[config.mk]
export PLATFORM = sky130hd
export DESIGN_NAME = bale_cell
export DESIGN_NICKNAME = d
export VERILOG_FILES = /design/src/rtl/bale_pkg.sv /design/src/rtl/bale_cell.sv
export SDC_FILE = /design/constraint.sdc
export NUM_CORES = 1
export LEC_CHECK = 0
export BUFFER_PORTS_ARGS = -buffer_cell sky130_fd_sc_hd__buf_2
export CAP_MARGIN = 20
export CORE_MARGIN = 8
export CORE_UTILIZATION = 38
export CTS_CLUSTER_DIAMETER = 40
export DETAILED_ROUTE_END_ITERATION = 7
export PLACE_DENSITY = 0.87
export REMOVE_ABC_BUFFERS = 1
export SYNTH_ARGS = -nofsm -noshare
export SYNTH_HDL_FRONTEND = slang
export SYNTH_SLANG_ARGS = --single-unit
export TNS_END_PERCENT = 100
[constraint.sdc]
create_clock -name i_clk -period 13.07 [get_ports i_clk]
set_clock_uncertainty 0.2 [all_clocks]
set_input_delay 2.614 -clock i_clk [delete_from_list [all_inputs] [get_ports i_clk]]
set_output_delay 2.614 -clock i_clk [all_outputs]
set_load 0.02 [all_outputs]
[src/rtl/bale_pkg.sv]
// ----------------------------------------------------------------------------
// bale_pkg: shared types and constants for the bounded array list engine
// Operation codes, status codes, controller states and the control bundle
// broadcast from the controller to every storage cell.
// ----------------------------------------------------------------------------
package bale_pkg;

    // Default geometry
    localparam int DEPTH_DEF      = 256;
    localparam int WORD_WIDTH_DEF = 32;

    // Count and index width large enough for the deepest supported list (4096)
    localparam int CNT_W = 13;

    // Field widths fixed by the interface
    localparam int MODE_W   = 3;
    localparam int POS_W    = 8;
    localparam int STATUS_W = 2;
    localparam int COUNT_W  = 9;
    localparam int CAP_W    = 9;
    localparam logic [CAP_W-1:0] CAP_RESET = 9'd256;

    // Cells per first-level group of the read reduction
    localparam int GROUP_SIZE = 16;

    typedef enum logic [MODE_W-1:0] {
        MODE_PUSH   = 3'd0,
        MODE_POP    = 3'd1,
        MODE_GET    = 3'd2,
        MODE_SET    = 3'd3,
        MODE_INSERT = 3'd4,
        MODE_REMOVE = 3'd5,
        MODE_CLEAR  = 3'd6
    } t_mode;

    typedef enum logic [STATUS_W-1:0] {
        STAT_OK    = 2'd0,
        STAT_FULL  = 2'd1,
        STAT_EMPTY = 2'd2,
        STAT_BOUND = 2'd3
    } t_status;

    typedef enum logic [1:0] {
        ST_IDLE,
        ST_EXEC,
        ST_REDUCE
    } t_state;

    typedef enum logic [1:0] {
        CMD_NONE,
        CMD_LOAD,
        CMD_INSERT,
        CMD_REMOVE
    } t_cmd;

    // Broadcast to all cells for one operation
    typedef struct packed {
        t_cmd             cmd;
        logic [CNT_W-1:0] idx;
        logic [CNT_W-1:0] count;
        logic             rd_en;
        logic [CNT_W-1:0] rd_idx;
    } t_cell_ctrl;

endpackage

[src/rtl/bale_cell.sv]
// ----------------------------------------------------------------------------
// bale_cell: one storage cell of the list
// Holds one entry and, on command, loads the new word, takes the entry of its
// lower neighbor (insert) or of its upper neighbor (remove). Drives its entry
// onto the read tap when selected.
// ----------------------------------------------------------------------------
module bale_cell #(
    parameter int WORD_WIDTH = 32,
    parameter int INDEX      = 0
) (
    input  logic                    i_clk,
    input  bale_pkg::t_cell_ctrl    i_ctrl,
    input  logic [WORD_WIDTH-1:0]   i_word,
    input  logic [WORD_WIDTH-1:0]   i_lower,
    input  logic [WORD_WIDTH-1:0]   i_upper,
    output logic [WORD_WIDTH-1:0]   o_word,
    output logic [WORD_WIDTH-1:0]   o_tap
);
    import bale_pkg::*;

    localparam logic [CNT_W-1:0] POS      = CNT_W'(INDEX);
    localparam logic [CNT_W-1:0] POS_NEXT = CNT_W'(INDEX + 1);

    logic [WORD_WIDTH-1:0] r_word;
    logic [WORD_WIDTH-1:0] n_word;

    // Pick load, shift from a neighbor, or hold
    always_comb begin
        n_word = r_word;
        case (i_ctrl.cmd)
            CMD_LOAD: begin
                if (i_ctrl.idx == POS) n_word = i_word;
            end
            CMD_INSERT: begin
                if (i_ctrl.idx == POS) begin
                    n_word = i_word;
                end else if (POS > i_ctrl.idx && POS <= i_ctrl.count) begin
                    n_word = i_lower;
                end
            end
            CMD_REMOVE: begin
                if (POS >= i_ctrl.idx && POS_NEXT < i_ctrl.count) n_word = i_upper;
            end
            default: begin
                n_word = r_word;
            end
        endcase
    end

    // Entry storage, no reset: read only after written
    always_ff @(posedge i_clk) begin
        r_word <= n_word;
    end

    assign o_word = r_word;
    assign o_tap  = (i_ctrl.rd_en && i_ctrl.rd_idx == POS) ? r_word : '0;

endmodule

# Word-level counts from Yosys, hierarchy flattened
# Cells that the tools add are included.
[totals]
ff_bits = 32
input_bits = 139
out_inout_bits = 64
word_cells = 24
[classes]
order_cmp = 4
n_eq_ne = 6
mux = 6
reduce_logical = 7
[op_table]
columns = ["op", "count"]
rows = [
  ["$mux 32", 5],
  ["$pmux 32 s3", 1],
  ["$logic_not 13->1", 2],
  ["$ge 1x13->1 const A", 1],
  ["$gt 1x13->1 const A", 1],
  ["$le 1x13->1 const A", 1],
  ["$lt 1x13->1 const A", 1],
  ["$eq 2x2->1 const B", 2],
  ["$ne 2x2->1 const B", 2],
  ["$reduce_and 4->1", 1],
  ["$logic_and 1x1->1", 3],
  ["$ne 3x3->1 const B", 1],
  ["$reduce_bool 3->1", 1],
  ["$eq 2x1->1 const B", 1],
]

# Logic depth before layout (Yosys ltp)
# Gate-level depths: netlist of run 1.
[logic_depth]
depth_word = 5
mapped_depth = 6
depth_no_buf = 4

# Worst setup path after synthesis of run 1
# OpenSTA, ideal clock, no wires.
[synth_timing]
kind = "input to output"
start = "in i_ctrl[1] (netlist name)"
end = "out o_tap[10]"
arrival_ns = 3.872
required_time_ns = 10.256
setup_slack_ns = 6.384
path_stages = 4
n_path_buf = 1
path_cell_list = "or4_4 > nor4_4 > buf_6 > and2_1"
[synth_via]
elab_chain_len = 3
[synth_lines]
columns = ["item", "line_no", "text"]
rows = [
  ["start, declared", "bale_cell.sv:12", "input bale_pkg::t_cell_ctrl i_ctrl,"],
  ["$logic_not 13->1", "bale_cell.sv:56", "assign o_tap = (i_ctrl.rd_en && i_ctrl.rd_idx == POS) ? r_word : '0;"],
  ["$logic_and 1x1->1", "bale_cell.sv:56", ""],
  ["$mux 32", "bale_cell.sv:56", ""],
  ["end, declared", "bale_cell.sv:17", "output logic [WORD_WIDTH-1:0] o_tap"],
]
# No other way between the ends.

# Worst setup path after layout of run 1
[layout_timing]
start = "in i_ctrl[1] (netlist name)"
end = "out o_tap[11]"
# Same word-level chain as after synthesis.

==> results.json, run 1 <==
{
  "cts_tree": "built",
  "layout-drive-gt1-share": 0.545,
  "drt_wl_total_microns": 7670,
  "synth-async-reset-ratio": 0,
  "cts-resized-gates": 0,
  "drv_cap": 0,
  "ys_types": 20,
  "gp_congestion": 0.762,
  "cts.sinks": 32,
  "cts_made_buffers": 5,
  "synth_top_area_frac": 0.492,
  "cp_common_cell": "buf_2",
  "antenna_found_initial": 0,
  "drt_iter0_drc": 83,
  "crit_buf_inv": 3,
  "avgRoutedWirePerCell_microns": 16.5,
  "core_region_area_sq_um": 5040,
  "critPathMaxStageDelay_ns": 0.54,
  "yosys_warnings": 0,
  "start_kind": "input pin",
  "vias_per_cell": 4.88,
  "hold_path.class": "input pin to flop",
  "root_buffer": "clkbuf_8",
  "ys.flop_type": "edfxtp_1",
  "first_pass_iters": 6,
  "synth_top_area_cell": "edfxtp_1",
  "synth_edf_count": 32,
  "worst_ir_drop_vdd_v": 0.0000475,
  "syn-cell-area_sq_um": 1950,
  "grt_max_degree": 34,
  "die_area_sq_um": 7690,
  "io_buffer_count": 201,
  "grt_pass1_wl_microns": 11300,
  "ys_ff_latch": 32,
  "worstPathRequired_ns": 10.26,
  "ios": 203,
  "htree_levels": 2,
  "initial_core_util": 0.387,
  "path_max_fanout": 32,
  "syn_inst": 197,
  "crit_arrival_ns": 4.14,
  "worstPathCellList": "buf_2, or4_4, nor4_4, buf_4, and2_1, buf_2",
  "cp_slowest_cell": "or4_4",
  "cts_setup_buffers": 0,
  "yosys-top-cells-area": "edfxtp_1, o32ai_1, and2_1, a21oi_1, inv_1",
  "avgSynthCellArea_sq_um": 9.91,
  "largest_register_ffs": 32,
  "die_width_microns": 87.7,
  "clk_pin_slew_ns": 0.06,
  "fin_area_sq_um": 3100,
  "post-route-period-util": 0.532,
  "total_power_uw": 224,
  "cts_buffer_depth": 2,
  "yosysSeqAreaShare": 0.492,
  "hold_viol": 0,
  "antenna_cells": 0,
  "route.detailed.drc": 0,
  "fin_nets": 534,
  "fin_tns_setup_ns": 0,
  "finalSetupViolations": 0,
  "hold_buffers": 0,
  "vias": 2276,
  "place_inst": 457,
  "ys_top_cells_by_count": "a21oi_1, and2_1, edfxtp_1, inv_1, o32ai_1",
  "drv_slew": 0,
  "rsz0062_at_grt": "false",
  "syn_to_final_growth_pct": 58.9,
  "placedInstanceArea_sq_um": 3010,
  "slew_headroom": 0.548,
  "fmax_ghz": 0.144,
  "layout_min_cycle_time_ns": 6.95,
  "fin_cells": 466,
  "grt_overflow": 0,
  "worstMarginPinSlew_ns": 0.677,
  "antenna_left": 0,
  "status": "completed",
  "groute.usage.overall": 0.189,
  "rows": 26,
  "grt_pass1_vias": 2396,
  "power.density_nw_per_um2": 72.2,
  "leakage_uw": 0.00160,
  "dpl.hpwl_microns": 6190,
  "cp_top_family": "simple AND/OR/NAND/NOR gates",
  "critPathCaptureType": "output pin",
  "path_class": "input pin to output pin",
  "die_height_microns": 87.7
}
==> worst paths after layout <==
check / start / end / slack [ns] / depth (start not counted)
worst min-delay path: i_word[13] / o_word[13]$_DFFE_PP_ / 2.45 / 3
worst max-delay path: i_ctrl[1] / o_tap[11] / 6.12 / 6
==> final cells by class <==
cell class | instances | area (sq um)
fillers | 413 | 1940
repair buffers | 207 | 1070
clock inverters | 1 | 3.75
multi-input cells | 117 | 790
flip-flops and latches | 32 | 961
inverters | 32 | 120
clock buffers | 7 | 76.3
well taps | 70 | 87.6
==> logic make-up after synthesis <==
| logic type | after synthesis | share of synthesized area |
|---|---|---|
| buffers and inverters | 48 | 0.108 |
| AO/OA/AOI/OAI | 65 | 0.228 |
| flip-flops | 32 | 0.492 |
| AND/OR/NAND/NOR | 52 | 0.172 |
==> metrics by stage <==
stage / hold WS, ns / utilization / setup WS [ns]
after floorplan: 2.64 / - / 6.16
after global placement: 2.73 / 0.594 / 6.14
after detailed placement: 2.74 / 0.597 / 6.11
after CTS: 2.45 / 0.613 / 6.11
after global routing: 2.46 / 0.616 / 6.04
final: 2.45 / 0.616 / 6.12
==> layout by cell type, fill, tap and decap left out <==
cell type / synthesis / routed
clkinv_1: 0 / 1
o32ai_1: 32 / 32
nand4_1: 1 / 1
nand2b_1: 1 / 1
and4_1: 1 / 1
buf_2: 7 / 201
a21oi_1: 32 / 32
inv_1: 32 / 32
or4_1: 1 / 1
nor4_4: 1 / 1
buf_8: 0 / 2
nor3_1: 3 / 2
nor2_1: 2 / 2
or4_4: 1 / 1
nor4b_1: 1 / 1
o21ai_2: 0 / 1
and2_1: 32 / 32
clkbuf_1: 6 / 2
edfxtp_1: 32 / 32
nand2_1: 3 / 3
nor3_2: 0 / 1
clkbuf_8: 0 / 5
buf_4: 0 / 4
nor4_1: 5 / 5
==> power breakdown <==
| group | switching (uW) | internal, uW |
|---|---|---|
| logic | 17.2 | 22.5 |
| clock network | 33.5 | 37.0 |
| registers | 0.00629 | 114 |
| total | 50.7 | 174 |
==> metal layers <==
| layer | GRT usage | wire length [microns] |
|---|---|---|
| met3 | 0.0638 | 748 |
| met1 | 0.195 | 2960 |
| met2 | 0.352 | 3930 |
| met5 | 0 | 0 |
| met4 | 0.0500 | 39 |
Power figures use the tool's default switching activity.
==> inputs of run 2 (changes only) <==
--- a/config.mk
+++ b/config.mk
@@ -8,10 +8,10 @@
 export BUFFER_PORTS_ARGS = -buffer_cell sky130_fd_sc_hd__buf_2
 export CAP_MARGIN = 20
 export CORE_MARGIN = 8
-export CORE_UTILIZATION = 38
+export CORE_UTILIZATION = 32
 export CTS_CLUSTER_DIAMETER = 40
 export DETAILED_ROUTE_END_ITERATION = 7
-export PLACE_DENSITY = 0.87
+export PLACE_DENSITY = 0.78
 export REMOVE_ABC_BUFFERS = 1
 export SYNTH_ARGS = -nofsm -noshare
 export SYNTH_HDL_FRONTEND = slang
==> constraint.sdc (replaced) <==
create_clock -name i_clk -period 6.3 [get_ports i_clk]
set_clock_uncertainty 0.2 [all_clocks]
set_input_delay 1.26 -clock i_clk [delete_from_list [all_inputs] [get_ports i_clk]]
set_output_delay 1.26 -clock i_clk [all_outputs]
set_load 0.02 [all_outputs]
==> run 2 against run 1 <==
Hold slack lost 1.4 ns; global-route usage is 1.8 points lower; utilization is 8.7 points lower; critical path depth is the same; clock power is 97% higher; via count is 2.2% higher; die area is 15% higher; power increased by 110%; sequential power is 110% higher; clock-buffer cell count is 2 lower; non-clock buffer count did not move; largest cell class unchanged.
==> results.json, run 2 (synthesized netlist as in run 1, its figures left out) <==
{
  "multi_input_area_sq_um": 790,
  "hold_path.class": "input pin to flop",
  "drt_iter0_drc": 63,
  "swShare": 0.223,
  "start_kind": "input pin",
  "first_pass_iters": 4,
  "grt_max_degree": 34,
  "cts-resized-gates": 0,
  "drv_cap": 0,
  "grt_overflow": 0,
  "fillerInstances": 551,
  "switching_power_uw": 102,
  "cp_common_cell": "buf_2",
  "cp_slowest_cell": "or4_4",
  "worstPathRequired_ns": 4.84,
  "hold_depth": 3,
  "pwr-share-seq": 0.515,
  "route.detailed.drc": 0,
  "crit_arrival_ns": 2.78,
  "drt_wl_total_microns": 7880,
  "drv_slew": 0,
  "place_inst": 462,
  "hold_buffers": 0,
  "top_usage_layer": "met2",
  "post-route-period-util": 0.672,
  "cts.sinks": 32,
  "power_frac_clock": 0.302,
  "antenna_found_initial": 1,
  "power.density_nw_per_um2": 147,
  "use_met1": 0.170,
  "grt_pass1_vias": 2538,
  "largest_register_ffs": 32,
  "ios": 203,
  "rows": 28,
  "layout_min_cycle_time_ns": 4.24,
  "die_area_sq_um": 8860,
  "status": "completed",
  "rsz0062_at_grt": "false",
  "final-seq-area_sq_um": 961,
  "cts_tree": "built",
  "gp_congestion": 0.763,
  "combPwrFrac": 0.183,
  "die_height_microns": 94.1,
  "layout-drive-gt1-share": 0.547,
  "antenna_left": 0,
  "vias_per_cell": 4.94,
  "htree_levels": 2,
  "cts_buffer_depth": 2,
  "cts_made_buffers": 5,
  "fin_nets": 534,
  "grt_use_met2": 0.313,
  "die_width_microns": 94.1,
  "worst_ir_drop_vdd_v": 0.0000734,
  "initial_core_util": 0.330,
  "cp_num_cells": 6,
  "path_max_fanout": 32,
  "power.internal_uw": 357,
  "hold_viol": 0,
  "syn_to_final_growth_pct": 60.2,
  "clk_pin_slew_ns": 0.06,
  "use_met3": 0.0703,
  "critPathMaxStageDelay_ns": 0.53,
  "worstPathCellList": "buf_2, or4_4, nor4_4, buf_4, and2_1, buf_2",
  "core_region_area_sq_um": 5920,
  "cts_setup_buffers": 0,
  "fin_cells": 471,
  "fmax_ghz": 0.236,
  "fin_tns_setup_ns": 0,
  "path_class": "input pin to output pin",
  "io_buffer_count": 201,
  "crit_buf_inv": 3,
  "dpl.hpwl_microns": 6440,
  "root_buffer": "clkbuf_8",
  "cp_top_family": "simple AND/OR/NAND/NOR gates",
  "leakage_uw": 0.00161,
  "vias": 2326,
  "slew_headroom": 0.522,
  "groute.usage.overall": 0.171,
  "critPathCaptureType": "output pin",
  "finalSetupViolations": 0,
  "grt_pass1_wl_microns": 11900,
  "layout_commonest_cell": "buf_2",
  "avgRoutedWirePerCell_microns": 16.7,
  "worstMarginPinSlew_ns": 0.717
}
-- run 2: metal layers --
metal / routed length (microns) / vias to the layer above
met5: 0 / -
met4: 82 / 0
met3: 952 / 6
met2: 4060 / 143
met1: 2790 / 1050
li1: - / 1127
-- run 2: layout make-up --
cell class,instances,share of cell area
Timing Repair Buffer,207,0.347
Sequential cell,32,0.307
Multi-Input combinational cell,117,0.252
Inverter,32,0.0384
Tap cell,75,0.0300
Clock buffer,5,0.0220
Clock inverter,2,0.00240
Antenna cell,1,0.000800
-- run 2: per-stage QoR --
| step | utilization | hold slack, ns | setup WS [ns] | instance area [sq um] | power [uW] |
|---|---|---|---|---|---|
| 6_report | 0.529 | 1.10 | 2.06 | 3130 | 460 |
| 2_1_floorplan | - | 1.29 | 1.51 | 1860 | 271 |
| 5_1_grt | 0.529 | 1.10 | 1.96 | 3130 | 484 |
| 3_3_place_gp | 0.505 | 1.38 | 2.10 | 2990 | 320 |
| 3_5_place_dp | 0.513 | 1.38 | 2.06 | 3040 | 325 |
| 4_1_cts | 0.526 | 1.09 | 2.06 | 3110 | 466 |
-- run 2: worst paths after layout --
path | endpoint | slack, ns | from
setup / recovery | o_tap[31] | 2.06 | i_ctrl[1]
hold / removal | o_word[30]$_DFFE_PP_ | 1.10 | i_word[30]
-- run 2: power by group through the flow --
stage	sequential, uW	combinational [uW]	clock, uW
floorplan	241	30.1	0
global placement	241	78.8	0
detailed placement	241	83.7	0
CTS	237	83.9	145
global route	237	93.6	154
finish	237	84.3	139
==> inputs of run 3 (changes only) <==
==> constraint.sdc (replaced) <==
create_clock -name i_clk -period 3.6 [get_ports i_clk]
set_clock_uncertainty 0.2 [all_clocks]
set_input_delay 0.72 -clock i_clk [delete_from_list [all_inputs] [get_ports i_clk]]
set_output_delay 0.72 -clock i_clk [all_outputs]
set_load 0.02 [all_outputs]
==> run 3 against run 2 <==
Routed wire length is 3.2% higher; power is 76% higher; global-route usage is 0.20 points higher; sequential power is 75% higher; design area is 0.72% lower; via count is 1.2% higher; critical endpoint is now o_tap[4]; largest cell class unchanged.
==> results.json, run 3 (synthesized netlist as in run 1, its figures left out) <==
{
  "status": "completed",
  "fin_nets": 536,
  "cts_setup_buffers": 0,
  "drt_iter0_drc": 94,
  "clk_pin_slew_ns": 0.06,
  "cts_made_buffers": 5,
  "post-route-period-util": 0.883,
  "placedInstanceArea_sq_um": 3030,
  "dpl.hpwl_microns": 6630,
  "hold_buffers": 0,
  "cts-resized-gates": 0,
  "slew_headroom": 0.547,
  "die_height_microns": 94.1,
  "antenna_found_initial": 2,
  "htree_levels": 2,
  "pwr-share-seq": 0.513,
  "power_frac_clock": 0.307,
  "route.detailed.drc": 0,
  "path_class": "input pin to output pin",
  "drv_cap": 0,
  "fin_area_sq_um": 3110,
  "grt_overflow": 0,
  "ios": 203,
  "finalSetupViolations": 0,
  "first_pass_iters": 5,
  "fin_hold_ws_ns": 0.561,
  "grt_pass1_vias": 2535,
  "swShare": 0.228,
  "hold_path.class": "input pin to flop",
  "syn_to_final_growth_pct": 59.1,
  "groute.usage.overall": 0.173,
  "grt_pass1_wl_microns": 12000,
  "start_kind": "input pin",
  "vias": 2353,
  "place_inst": 465,
  "avgRoutedWirePerCell_microns": 17.2,
  "cts_buffer_depth": 2,
  "die_area_sq_um": 8860,
  "vias_per_cell": 4.99,
  "rsz0062_at_grt": "false",
  "cts.sinks": 32,
  "rows": 28,
  "worst_ir_drop_vdd_v": 0.000148,
  "worstMarginPinSlew_ns": 0.680,
  "power.internal_uw": 623,
  "cts_tree": "built",
  "hold_viol": 0,
  "core_region_area_sq_um": 5920,
  "fin_cells": 472,
  "fmax_ghz": 0.315,
  "gp_congestion": 0.768,
  "die_width_microns": 94.1,
  "antenna_left": 0,
  "leakage_uw": 0.00161,
  "drv_slew": 0,
  "critPathCaptureType": "output pin",
  "combPwrFrac": 0.180,
  "layout-drive-gt1-share": 0.549,
  "drt_wl_total_microns": 8130,
  "grt_max_degree": 33,
  "root_buffer": "clkbuf_8",
  "worstPathRequired_ns": 2.68,
  "power.density_nw_per_um2": 260,
  "switching_power_uw": 184,
  "crit_arrival_ns": 2.26,
  "path_max_fanout": 32,
  "layout_min_cycle_time_ns": 3.18,
  "fillerInstances": 553,
  "initial_core_util": 0.330,
  "io_buffer_count": 201,
  "antenna_cells": 0,
  "layout_commonest_cell": "buf_2",
  "largest_register_ffs": 32
}
## run 3: cell count changes in the layout (fill, tap and decap cells not counted), sizes merged
| cell | previous run | this run |
|---|---|---|
| buf | 207 | 209 |
| diode | 1 | 0 |
## run 3: through the flow
| stage | total power (uW) | util | setup TNS (ns) | worst slack (ns) |
|---|---|---|---|---|
| CTS | 817 | 0.525 | 0 | 0.415 |
| detailed placement | 568 | 0.512 | 0 | 0.419 |
| global route | 848 | 0.525 | 0 | 0.338 |
| global placement | 562 | 0.512 | 0 | 0.480 |
| finish | 807 | 0.525 | 0 | 0.422 |
| floorplan | 475 | - | -20.95 | -0.655 |
## run 3: critical path, stage by stage
cell and delay (ns):
buf_2 0.10, or4_4 0.55, nor4_4 0.22, buf_4 0.32
and2_1 0.17, buf_2 0.17
## run 3: power groups by stage
stage	Sequential, uW	Combinational [uW]	Clock (uW)
2_1_floorplan	422	52.7	0
3_3_place_gp	422	139	0
3_5_place_dp	422	146	0
4_1_cts	414	146	256
5_1_grt	414	162	272
6_report	414	145	248
## run 3: worst paths after layout
path / start / endpoint / slack [ns] / cells past startpoint
max: i_ctrl[1] / o_tap[4] / 0.42 / 6
min: i_word[0] / o_word[0]$_DFFE_PP_ / 0.56 / 3
## run 3: area by class of cell
class | instances | area, sq um | share of cell area
multi-input combinational | 117 | 790 | 0.254
tap | 75 | 93.8 | 0.0302
inverter | 32 | 120 | 0.0387
timing repair buffer | 209 | 1070 | 0.343
sequential | 32 | 961 | 0.309
clock buffer | 5 | 68.8 | 0.0222
clock inverter | 2 | 7.51 | 0.00242
## run 3: per-layer routing
metal | wire (microns) | global-route usage
met3 | 910 | 0.0624
met1 | 2830 | 0.165
met5 | 16 | 0
met4 | 131 | 0.0594
met2 | 4250 | 0.331
